`config.mk`:
```
export PLATFORM = sky130hd
export DESIGN_NAME = hcge_ctrl
export DESIGN_NICKNAME = d
export VERILOG_FILES = /design/src/rtl/core/hcge_pkg.sv /design/src/rtl/core/hcge_ctrl.sv
export SDC_FILE = /design/constraint.sdc
export NUM_CORES = 1
export LEC_CHECK = 0
export ABC_AREA = 1
export BUFFER_PORTS_ARGS = -buffer_cell sky130_fd_sc_hd__buf_2
export CORE_UTILIZATION = 37
export DETAILED_ROUTE_END_ITERATION = 8
export HOLD_SLACK_MARGIN = 0.06
export PLACE_DENSITY_LB_ADDON = 0.08
export SLEW_MARGIN = 20
export SYNTH_ARGS = -nofsm -noshare
export SYNTH_HDL_FRONTEND = slang
export SYNTH_SLANG_ARGS = --single-unit
```
`constraint.sdc`:
```
create_clock -name clk -period 1.05 [get_ports clk]
set_input_delay 0.105 -clock clk [delete_from_list [all_inputs] [get_ports clk]]
set_output_delay 0.105 -clock clk [all_outputs]
set_load 0.02 [all_outputs]
```
`src/rtl/core/hcge_pkg.sv`:
```
// Shared types and constants of the hash cache.
// No dependencies.
package hcge_pkg;
    localparam logic [31:0] HASH_MUL = 32'd2654435761;
    localparam int KEY_W = 21;
    localparam int AGE_W = 32;
    localparam int EVICT_W = 12;

    typedef enum logic [3:0] {
        ST_CLEAR, ST_IDLE, ST_HASH, ST_PROBE_RD, ST_PROBE_CHK,
        ST_MIN_RD, ST_MIN_CHK, ST_THR, ST_EV_RD, ST_EV_CHK, ST_DONE
    } hcge_state_t;

    typedef struct packed {
        logic clr_init;      // start clearing pass at slot 0
        logic clr_step;      // clear one slot, advance
        logic load_item;     // capture input item
        logic hash;          // compute home slot
        logic probe_start;   // index <= home, count <= 0
        logic probe_adv;     // index++, count++
        logic rd;            // issue read at index
        logic hit_write;     // stamp age on hit
        logic ins_write;     // write new entry
        logic scan_start;    // index <= 0, min <= age_counter
        logic scan_adv;      // index++
        logic min_upd;       // fold read age into oldest
        logic thr_calc;      // compute threshold and limit
        logic ev_clear;      // clear read entry (valid off)
        logic res_miss;      // produce not-found result
        logic res_hit;       // produce found result
        logic out_load;      // load output register
    } hcge_cmd_t;

    typedef struct packed {
        logic clr_last;
        logic is_insert;
        logic need_evict;
        logic rd_valid;
        logic rd_match;
        logic probe_last;
        logic scan_last;
        logic ev_take;
        logic ev_done;
    } hcge_sts_t;
endpackage

```
`src/rtl/core/hcge_ctrl.sv`:
```
// Controller state machine of the hash cache.
// Depends on hcge_pkg.
module hcge_ctrl
    import hcge_pkg::*;
(
    input  logic      clk,
    input  logic      rst_n,
    input  logic      in_valid,
    output logic      in_ready,
    output logic      out_valid,
    input  logic      out_ready,
    input  hcge_sts_t sts,
    output hcge_cmd_t cmd
);
    hcge_state_t state_reg, state_next;
    logic        ov_reg, ov_next;

    always_ff @(posedge clk or negedge rst_n)
    begin
        if (!rst_n)
        begin
            state_reg <= ST_CLEAR;
            ov_reg <= 1'b0;
        end
        else
        begin
            state_reg <= state_next;
            ov_reg <= ov_next;
        end
    end

    // Next state.
    always_comb
    begin
        state_next = state_reg;
        unique case (state_reg)
            ST_CLEAR:     if (sts.clr_last) state_next = ST_IDLE;
            ST_IDLE:      if (in_valid && !ov_reg) state_next = ST_HASH;
            ST_HASH:
                if (sts.is_insert && sts.need_evict) state_next = ST_MIN_RD;
                else state_next = ST_PROBE_RD;
            ST_PROBE_RD:  state_next = ST_PROBE_CHK;
            ST_PROBE_CHK:
            begin
                priority if (sts.is_insert ? !sts.rd_valid
                                           : (!sts.rd_valid || sts.rd_match))
                    state_next = ST_DONE;
                else if (sts.probe_last) state_next = ST_DONE;
                else state_next = ST_PROBE_RD;
            end
            ST_MIN_RD:    state_next = ST_MIN_CHK;
            ST_MIN_CHK:   state_next = sts.scan_last ? ST_THR : ST_MIN_RD;
            ST_THR:       state_next = ST_EV_RD;
            ST_EV_RD:     state_next = sts.ev_done ? ST_PROBE_RD : ST_EV_CHK;
            ST_EV_CHK:    state_next = sts.scan_last ? ST_PROBE_RD : ST_EV_RD;
            ST_DONE:      state_next = ST_IDLE;
            default:      state_next = ST_IDLE;
        endcase
    end

    // Outputs. ST_PROBE_RD after eviction needs probe_start: done in ST_THR path
    // via probe_start on leaving scan states.
    always_comb
    begin
        cmd = '0;
        ov_next = ov_reg && !out_ready;
        unique case (state_reg)
            ST_CLEAR:     cmd.clr_step = 1'b1;
            ST_IDLE:      cmd.load_item = in_valid && !ov_reg;
            ST_HASH:
            begin
                cmd.hash = 1'b1;
                if (sts.is_insert && sts.need_evict) cmd.scan_start = 1'b1;
            end
            ST_PROBE_RD:  cmd.rd = 1'b1;
            ST_PROBE_CHK:
            begin
                if (sts.is_insert ? !sts.rd_valid
                                  : (!sts.rd_valid || sts.rd_match))
                begin
                    if (sts.rd_valid || sts.is_insert)
                    begin
                        cmd.res_hit = 1'b1;
                        cmd.hit_write = !sts.is_insert;
                        cmd.ins_write = sts.is_insert;
                    end
                    else
                        cmd.res_miss = 1'b1;
                    cmd.out_load = 1'b1;
                end
                else if (sts.probe_last)
                begin
                    cmd.res_miss = 1'b1;
                    cmd.out_load = 1'b1;
                end
                else
                    cmd.probe_adv = 1'b1;
            end
            ST_MIN_RD:    cmd.rd = 1'b1;
            ST_MIN_CHK:
            begin
                cmd.min_upd = 1'b1;
                if (!sts.scan_last) cmd.scan_adv = 1'b1;
            end
            ST_THR:
            begin
                cmd.thr_calc = 1'b1;
                cmd.scan_start = 1'b1;
            end
            ST_EV_RD:     if (sts.ev_done) cmd.probe_start = 1'b1;
            ST_EV_CHK:
            begin
                cmd.ev_clear = sts.ev_take;
                if (sts.scan_last) cmd.probe_start = 1'b1;
                else cmd.scan_adv = 1'b1;
            end
            ST_DONE:      ov_next = 1'b1;
            default:      cmd = '0;
        endcase
        if (state_reg == ST_HASH && !(sts.is_insert && sts.need_evict))
            cmd.probe_start = 1'b1;
    end

    assign in_ready = (state_reg == ST_IDLE) && !ov_reg;
    assign out_valid = ov_reg;
endmodule

```
# [Word-level counts from Yosys, hierarchy flattened]
# Index checks and enable logic that the tools add are counted.
[totals] inputBits=13 latchBits=0 mem_bits_ro=0 wordCells=69 out_inout_bits=19 ff_bits=5 n_memories=0 ramBits=0
[classes] add_sub_neg=0 bitwise_logic=0 shift=0 order_cmp=0 eq_ne=12 n_reduce_logical=16 mul=0 muxes=39 div_mod_pow=0
[ops] op="$pmux 4 s10" count=1
[ops] op="$mux 1" count=24
[ops] op="$mux 4" count=6
[ops] op="$eq 4x3->1 const B" count=4
[ops] op="$eq 4x4->1 const B" count=3
[ops] op="$eq 4x2->1 const B" count=2
[ops] op="$mux 2" count=4
[ops] op="$mux 3" count=2
[ops] op="$logic_and 1x1->1" count=5
[ops] op="$logic_not 1->1" count=5
[ops] op="$eq 4x1->1 const B" count=1
[ops] op="$logic_not 4->1" count=1
[ops] op="$ne 2x2->1 const B" count=2
[ops] op="$pmux 1 s2" count=2
[ops] op="$reduce_or 2->1" count=2
[ops] op="$logic_or 1x1->1" count=2
[ops] op="$reduce_and 2->1" count=1

# [Logic depth before layout (Yosys ltp)]
# Gate-level depths: netlist (run 1).
[depth] depth_word=5 ltp_mapped=8 ltp_nobuf=8

# [Worst setup path after synthesis (run 1)]
# Ideal clock, no wire load.
[synth_path] kind="reg2out" from="reg state_reg[1]" to="out cmd[14] in the netlist's numbering" setup_slack_ns=-0.334 stages_incl_launch_ff=6 required_time_ns=0.945 arrival_ns=1.279 n_path_buf=0 path_cell_list="dfrtp_1 inv_2 nand2_1 nor2_1 inv_1 nor3_1"
[synth_lines] element="start: declaration" line_no="hcge_ctrl.sv:15" rtl="hcge_state_t state_reg, state_next;"
[synth_lines] element="start signal: assignment" line_no="hcge_ctrl.sv:27" rtl="state_reg <= state_next;"
[synth_lines] element="end: declaration" line_no="hcge_ctrl.sv:13" rtl="output hcge_cmd_t cmd"

==> flow_metrics.py, run 1 <==
metrics = {
    "routing": {
        "vias_per_cell": 5.20,
        "ant_nets": 0,
        "vias": 847,
        "drc_errors": 0,
        "wirelength_um": 2650,
        "drt_iter0_drc": 23,
        "dr.pass1.iters": 4,
        "wl_per_cell_um": 16.2,
    },
    "setup_path": {
        "startpoint_type": "register",
        "crit_fanout": 4,
        "cp_data_arrival_time_ns": 1.41,
        "slowest_delay_ns": 0.45,
        "regToRegStartpoint": "state_reg[2]",
        "crit_chain": "nor2_4, nand2_4, a21oi_4, and2_4, buf_6",
        "rrSetupSlack_ns": -0.42,
        "r2r-end": "state_reg[2]",
        "ff2ff_path_depth": 8,
        "crit_slowest_cell": "dfrtp_2",
        "end_kind": "output port",
        "crit_required_ns": 0.94,
        "path_class": "reg -> out",
    },
    "layout": {
        "stdcell_count": 163,
        "utilization_pct": 92.5,
        "diodes": 0,
        "syn_to_final_growth_pct": 130,
        "fin_nets": 162,
        "largest_register_ffs": 4,
        "drive_above_1_share_pct": 66.9,
    },
    "grt": {
        "antenna_found_initial": 0,
        "grt_max_degree": 6,
        "grt-ovfl-total": 0,
        "grt_pass1_wl_um": 3070,
        "grt_usage_pct": 28.9,
        "grt_pass1_vias": 744,
    },
    "synthesis": {
        "synth_edf_count": 0,
        "ys_ff_latch": 5,
        "netlist.area_leader.share_pct": 23.6,
        "synth_most_common_cell": "nand2_1",
        "ys.flop_type": "dfrtp_1",
        "yosys.area.top_type": "dfrtp_1",
        "synthCells": 91,
        "synth.distinct_cells": 21,
        "syn_area_per_cell_sq_um": 5.83,
        "synth_nets": 104,
        "syn_area_sq_um": 531,
        "yosysSeqAreaShare_pct": 23.6,
        "ys_async_sr_fraction_pct": 100,
        "synth_area_leaders": "dfrtp_1, nand2_1, nor2_1, inv_1, nor2_4",
        "yosys_warnings": 0,
        "synthTopCellsByCount": "nand2_1, nor2_1, inv_1",
    },
    "clocking": {
        "cts_tree": "yes",
        "clkLatencyLatePin_ns": 0.24,
        "htree_levels": 1,
        "clkTransAtPathRegs_ns": 0.05,
        "cts_buffers": 3,
        "cts_buffer_depth": 2,
        "clockRootBuffer": "clkbuf_4",
        "cts_num_sinks": 5,
    },
    "sta": {
        "hold_violations": 0,
        "fin_crit_ns": 1.52,
        "setup_violations": 22,
        "fmax_ghz": 0.660,
        "drv_slew": 0,
        "fin_skew_ns": 0.00917,
        "worst_slack_ns": -0.465,
        "period_share_pct": 144,
        "rsz0062_at_grt": "yes",
        "fin_setup_tns_ns": -8.21,
    },
    "power": {
        "pwr_density_cell_nw_per_um2": 2760,
        "max-vdd-ir-drop_uv": 1990,
        "leakage_nw": 0.634,
    },
    "placement": {
        "place_congestion": 0.836,
        "dpl.hpwl_um": 1350,
        "dp.cells": 149,
        "io_buffers": 30,
    },
    "run_status": {
        "status": "complete, but fails checks",
        "violations": "negative setup slack",
    },
    "flow_run": {
        "drv_cap": 0,
    },
    "floorplanning": {
        "chipHeight_um": 39.9,
        "io-pin-count": 32,
        "core.rowCount": 13,
        "initial_utilization_pct": 40.3,
        "core_sq_um": 1320,
        "die_width_um": 39.9,
        "die-area_sq_um": 1590,
    },
    "worst_hold_path": {
        "hold_class": "in -> async",
    },
}
[placed cells by master, fill, tap and decap left out, types with 3 or more instances in the layout]
cell and n:
buf_4 16, buf_6 22, nand3_1 4, inv_1 10
nand2_2 3, nor3_4 4, buf_2 14, o21ai_0 3
dfrtp_2 5, inv_4 3, inv_2 4, nor2_1 9
nand2_1 17, nor2_4 11, clkbuf_4 3, nand2_4 5
[stage by stage]
stage	hold slack, ns	power (mW)	setup WS, ns	instance area, sq um
2_1_floorplan	-0.191	1.55	-0.145	626
3_3_place_gp	-0.0802	2.15	-0.212	892
3_5_place_dp	-0.0787	2.19	-0.229	892
4_1_cts	0.210	2.99	-0.410	1120
5_1_grt	0.220	3.52	-0.507	1220
6_report	0.219	3.37	-0.465	1220
[repair_timing]
item,CTS,global route
setup buffers,6,2
resized for setup,44,22
pin swaps,9,5
endpoints found under the setup margin,22,21
hold buffers,2,0
endpoints found under the hold margin,6,0
[cell type report]
class,count,area [sq um]
timing repair buffer,54,458
tap,15,18.8
clock buffer,4,26.3
sequential,5,131
multi-input combinational,68,513
fill,53,98.8
inverter,17,71.3
[worst max path at each step]
| stage | cells past startpoint | end | slack (ns) | startpoint |
|---|---|---|---|---|
| final | 5 | cmd[2] | -0.47 | state_reg[0] |
| after global routing | 7 | cmd[7] | -0.51 | state_reg[2] |
| after CTS | 5 | cmd[2] | -0.41 | state_reg[1] |
| after detailed placement | 6 | cmd[14] | -0.23 | state_reg[3] |
| after global placement | 8 | state_reg[0] | -0.21 | state_reg[3] |
| after floorplan | 5 | cmd[6] | -0.15 | state_reg[0] |
[critical path: cells and delay by family, from the launching register on]
family	cells	cell delay [ns]
and+or+nand+nor	3	0.45
DFF	1	0.45
AOI/OAI and AO/OA	1	0.16
buffers and inverters	1	0.11
[layer usage]
layer	track usage, %	part of all wire, %	vias to the layer above
li1	-	-	391
met1	29.5	37	396
met2	59.3	52	49
met3	2.84	7.1	11
met4	6.90	3.1	0
met5	0	0	-
[logic make-up after synthesis]
group	after synthesis	synth area share, %
compound gates	7	8.25
flops	5	23.6
buf+inv	18	13.4
other cells	1	0.707
simple gates	60	54.0
[power breakdown]
group / total [mW] / internal [mW] / switching [mW]
Sequential: 0.469 / 0.292 / 0.177
Clock: 0.224 / 0.144 / 0.0803
Combinational: 2.67 / 1.19 / 1.48
Total: 3.37 / 1.63 / 1.74
Power figures use the tool's default switching activity.
==> inputs of run 2 (changes only) <==
- GPL_TIMING_DRIVEN: default -> 0
- HOLD_SLACK_MARGIN: 0.06 -> default
==> flow_metrics.py, run 2 (synthesized netlist as in run 1, its figures left out) <==
metrics = {
    "layout": {
        "design_area_sq_um": 1210,
        "syn_to_final_growth_pct": 129,
        "diodes": 0,
        "fin_nets": 159,
        "stdcell_count": 160,
        "final_cell_mix": "buf_4, buf_6, nand2_1",
        "drive_above_1_share_pct": 69.7,
        "largest_register_ffs": 4,
    },
    "power": {
        "swShare_pct": 53.1,
        "totalPowerFinal_mw": 3.37,
        "max-vdd-ir-drop_uv": 1620,
        "p_clk_share_pct": 7.4,
        "leakage_nw": 0.627,
        "pwr_density_cell_nw_per_um2": 2780,
        "power_switching_mw": 1.79,
        "p_int_mw": 1.58,
        "seqPwrFrac_pct": 14.4,
        "power_frac_comb_pct": 78.2,
    },
    "run_status": {
        "violations": "negative setup slack",
        "status": "complete, but fails checks",
    },
    "placement": {
        "io_buffers": 30,
        "dpl.hpwl_um": 1140,
        "place_congestion": 0.806,
        "postPlaceCellArea_sq_um": 795,
        "dp.cells": 136,
    },
    "worst_hold_path": {
        "hold_class": "in -> reg",
    },
    "floorplanning": {
        "initial_utilization_pct": 40.3,
        "core.rowCount": 13,
        "chipHeight_um": 39.9,
        "die_width_um": 39.9,
        "io-pin-count": 32,
        "core_sq_um": 1320,
        "die-area_sq_um": 1590,
    },
    "clocking": {
        "cts_num_sinks": 5,
        "clkTransAtPathRegs_ns": 0.05,
        "cts_buffer_depth": 2,
        "clockRootBuffer": "clkbuf_4",
        "clkLatencyLatePin_ns": 0.26,
        "cts_buffers": 3,
        "htree_levels": 1,
        "cts_tree": "yes",
    },
    "grt": {
        "antenna_found_initial": 0,
        "grt_max_degree": 7,
        "grt_pass1_wl_um": 2540,
        "grt_usage_pct": 23.6,
        "grt-ovfl-total": 0,
        "grt_pass1_vias": 611,
    },
    "routing": {
        "drc_errors": 0,
        "wirelength_um": 2630,
        "drt_iter0_drc": 17,
        "vias_per_cell": 5.36,
        "ant_nets": 0,
        "wl_per_cell_um": 16.4,
        "dr.pass1.iters": 5,
        "vias": 858,
    },
    "setup_path": {
        "crit_required_ns": 0.94,
        "cp_data_arrival_time_ns": 1.41,
        "crit_fanout": 6,
        "path_class": "reg -> out",
        "end_kind": "output port",
        "startpoint_type": "register",
    },
    "sta": {
        "drv_slew": 0,
        "rsz0062_at_grt": "yes",
        "fin_skew_ns": 0.00603,
        "fmax_ghz": 0.659,
        "hold_violations": 0,
        "period_share_pct": 145,
        "fin_setup_tns_ns": -8.06,
        "fin_crit_ns": 1.52,
        "setup_violations": 22,
        "worst_slack_ns": -0.468,
    },
    "flow_run": {
        "drv_cap": 0,
    },
}
## run 2: changes by cell type in the layout (fill, tap and decap cells not counted), sizes merged
cell / delta
buf: -2
clkinv: +1
dlygate4sd3: -1
inv: -1
## run 2: final timing paths
kind / startpoint / to / slack, ns / cells after the start
hold reg to reg: out_valid / state_reg[0] / 0.65 / 2
min in group asynchronous: rst_n / out_valid / 0.19 / 2
setup reg to reg: state_reg[2] / state_reg[0] / -0.40 / 10
hold / removal: out_ready / out_valid / 0.03 / 2
max in group asynchronous: rst_n / state_reg[1] / 0.70 / 2
setup / recovery: state_reg[2] / cmd[2] / -0.47 / 6
## run 2: cell type report
class / instances / area [sq um]
Buffer: 1 / 7.51
Inverter: 17 / 76.3
Sequential cell: 5 / 131
Timing Repair Buffer: 50 / 425
Fill cell: 55 / 105
Multi-Input combinational cell: 68 / 527
Tap cell: 15 / 18.8
Clock buffer: 4 / 26.3
## run 2: metrics by stage
step	setup slack [ns]	util, %	hold slack, ns
after global placement	-0.265	60.3	-0.0802
after global routing	-0.510	92.0	0.0305
after CTS	-0.441	78.5	0.0227
final	-0.468	92.0	0.0280
after detailed placement	-0.299	60.3	-0.0786
after floorplan	-0.145	-	-0.191
## run 2: timing repair
item,CTS,global route
pin swaps,9,12
setup buffers,7,12
gates resized for setup,46,22
hold endpoints to repair,5,0
hold buffers,1,0
setup endpoints to repair,22,21
## run 2: power groups by stage
stage	clock (mW)	combinational [mW]	sequential, mW
floorplan	0	1.14	0.410
global placement	0	1.47	0.422
detailed placement	0	1.48	0.423
CTS	0.235	2.01	0.449
global route	0.267	2.78	0.491
finish	0.250	2.64	0.485
## run 2: critical path: stages, from the launching register on
cell and delay [ns]:
dfrtp_2 0.46, inv_4 0.08, nor2_4 0.11, nand2_4 0.10
a21oi_4 0.14, and2_4 0.16, buf_6 0.11
## run 2: routing by layer
metal | up-vias | wire length (um) | GRT usage, %
met3 | 17 | 168 | 6.82
met4 | 0 | 126 | 0
met5 | - | 0 | 0
li1 | 384 | - | -
met2 | 49 | 1390 | 42.7
met1 | 408 | 941 | 28.3
==> inputs of run 3 (changes only) <==
- CORE_AREA: default -> 2 2 39 41
- CORE_UTILIZATION: 37 -> default
- CTS_CLUSTER_SIZE: default -> 12
- DIE_AREA: default -> 0 0 41 43
- clock period: 1.05 -> 1.4 ns (I/O delays scaled with it)
==> flow_metrics.py, run 3 (synthesized netlist as in run 1, its figures left out) <==
metrics = {
    "power": {
        "p_clk_share_pct": 8.0,
        "leakage_nw": 0.576,
        "swShare_pct": 51.5,
        "power_frac_comb_pct": 75.7,
        "max-vdd-ir-drop_uv": 877,
        "seqPwrFrac_pct": 16.3,
        "p_int_mw": 1.04,
        "totalPowerFinal_mw": 2.14,
        "pwr_density_cell_nw_per_um2": 2090,
        "power_switching_mw": 1.10,
    },
    "sta": {
        "drv_slew": 0,
        "whs_ns": 0.0757,
        "setup_violations": 10,
        "rsz0062_at_grt": "yes",
        "fin_crit_ns": 1.48,
        "period_share_pct": 106,
        "fmax_ghz": 0.674,
        "fin_setup_tns_ns": -0.431,
        "worst_slack_ns": -0.0836,
        "hold_violations": 0,
        "fin_skew_ns": 0.000344,
    },
    "floorplanning": {
        "initial_utilization_pct": 38.3,
        "chipHeight_um": 43,
        "core_sq_um": 1380,
        "io-pin-count": 32,
        "die_width_um": 41,
        "core.rowCount": 14,
        "die-area_sq_um": 1760,
    },
    "setup_path": {
        "cp_data_arrival_time_ns": 1.34,
        "cp_common_cell": "buf_4",
        "crit_required_ns": 1.26,
        "startpoint_type": "register",
        "endpoint": "cmd[4]",
        "path_class": "reg -> out",
        "cp_top_family": "flip-flops",
        "end_kind": "output port",
        "crit_fanout": 5,
        "crit_chain": "clkinv_4, nand2_4, nor3_4, buf_4, buf_4",
        "ff2ff_path_depth": 10,
        "critPathLaunch": "state_reg[3]",
        "slowest_delay_ns": 0.45,
        "regToRegStartpoint": "state_reg[1]",
        "critical_path_buf_inv_count": 3,
        "crit_slowest_cell": "dfrtp_2",
        "rrSetupSlack_ns": 0.02,
        "r2r-end": "state_reg[0]",
        "cp_num_cells": 5,
    },
    "layout": {
        "stdcell_count": 156,
        "fill_cells": 107,
        "fin_nets": 154,
        "syn_to_final_growth_pct": 92.9,
        "drive_above_1_share_pct": 59.3,
        "final_cell_mix": "nand2_1, buf_4, buf_2",
        "layout_commonest_cell": "nand2_1",
        "largest_register_ffs": 4,
        "design_area_sq_um": 1020,
        "diodes": 0,
        "utilization_pct": 74.0,
    },
    "clocking": {
        "cts_tree": "yes",
        "clkLatencyLatePin_ns": 0.24,
        "htree_levels": 1,
        "cts_buffers": 3,
        "clkTransAtPathRegs_ns": 0.05,
        "cts_num_sinks": 5,
        "clockRootBuffer": "clkbuf_4",
        "cts_buffer_depth": 2,
    },
    "routing": {
        "vias_per_cell": 4.70,
        "dr.pass1.iters": 4,
        "drc_errors": 0,
        "ant_nets": 0,
        "vias": 733,
        "wl_per_cell_um": 11.1,
        "wirelength_um": 1730,
        "drt_iter0_drc": 19,
    },
    "run_status": {
        "status": "complete, but fails checks",
        "violations": "negative setup slack",
    },
    "grt": {
        "grt_pass1_wl_um": 2590,
        "grt_usage_pct": 21.6,
        "grt_max_degree": 7,
        "grt-ovfl-total": 0,
        "antenna_found_initial": 0,
        "grt_pass1_vias": 629,
    },
    "worst_hold_path": {
        "hold_class": "in -> reg",
    },
    "placement": {
        "io_buffers": 30,
        "dp.cells": 137,
        "postPlaceCellArea_sq_um": 706,
        "dpl.hpwl_um": 1140,
        "place_congestion": 0.761,
        "place_ws_ns": 0.0657,
    },
    "flow_run": {
        "drv_cap": 0,
    },
}
[run 3: cell types whose count changed in the layout (fill, tap and decap cells not counted), moves of 2 or more]
cell,previous run,this run
nor3_1,0,2
nor3_4,3,1
buf_2,13,18
nand3_1,2,4
nand2_1,16,19
nor2_4,9,6
buf_6,18,9
nand2_2,3,0
nor2_1,10,13
[run 3: worst min-delay path by stage]
stage	from	to	slack, ns	cells after the start
after floorplan	rst_n	out_valid	-0.16	0
after global placement	rst_n	out_valid	-0.05	1
after detailed placement	rst_n	out_valid	-0.04	1
after CTS	out_ready	out_valid	0.07	2
after global routing	out_ready	out_valid	0.1	2
final	out_ready	out_valid	0.08	2
[run 3: timing repair]
item | in CTS | in global routing
hold buffers | 1 | 0
gates resized for setup | 46 | 9
gates cloned | 0 | 0
setup endpoints to repair | 14 | 16
pin swaps | 8 | 6
endpoints found under the hold margin | 5 | 0
setup buffers | 11 | 3
[run 3: final cells by class]
type                    instances  area, sq um  area share (%)
plain buffers                   1         7.51           0.733
clock buffers                   4         26.3            2.57
inverters                      17         76.3            7.46
multi-input cells              68          434            42.4
flip-flops and latches          5          130            12.7
well taps                      16         20.0            1.96
repair buffers                 45          329            32.2
[run 3: layer usage]
metal	vias to the layer above	share of wire (%)	GRT usage [%]
met1	332	41	25.6
met4	0	0.81	10.0
met3	2	4.4	1.57
met5	-	0	0
li1	371	-	-
met2	28	53	36.9
[run 3: worst register-to-register path, stage by stage (launching register included)]
cell and delay (ns):
dfrtp_2 0.47, inv_4 0.12, nand2_4 0.06, nor2_4 0.12, buf_4 0.11, buf_4 0.09, o21ai_2 0.06, nand2_1 0.08
inv_1 0.04, nand2_1 0.06, nand2_1 0.05
[run 3: power groups by stage]
stage | clock network, mW | logic, mW | registers [mW]
after global routing | 0.195 | 1.75 | 0.358
after CTS | 0.177 | 1.50 | 0.339
after global placement | 0 | 0.994 | 0.306
after floorplan | 0 | 0.746 | 0.296
after detailed placement | 0 | 0.999 | 0.306
final | 0.172 | 1.62 | 0.348
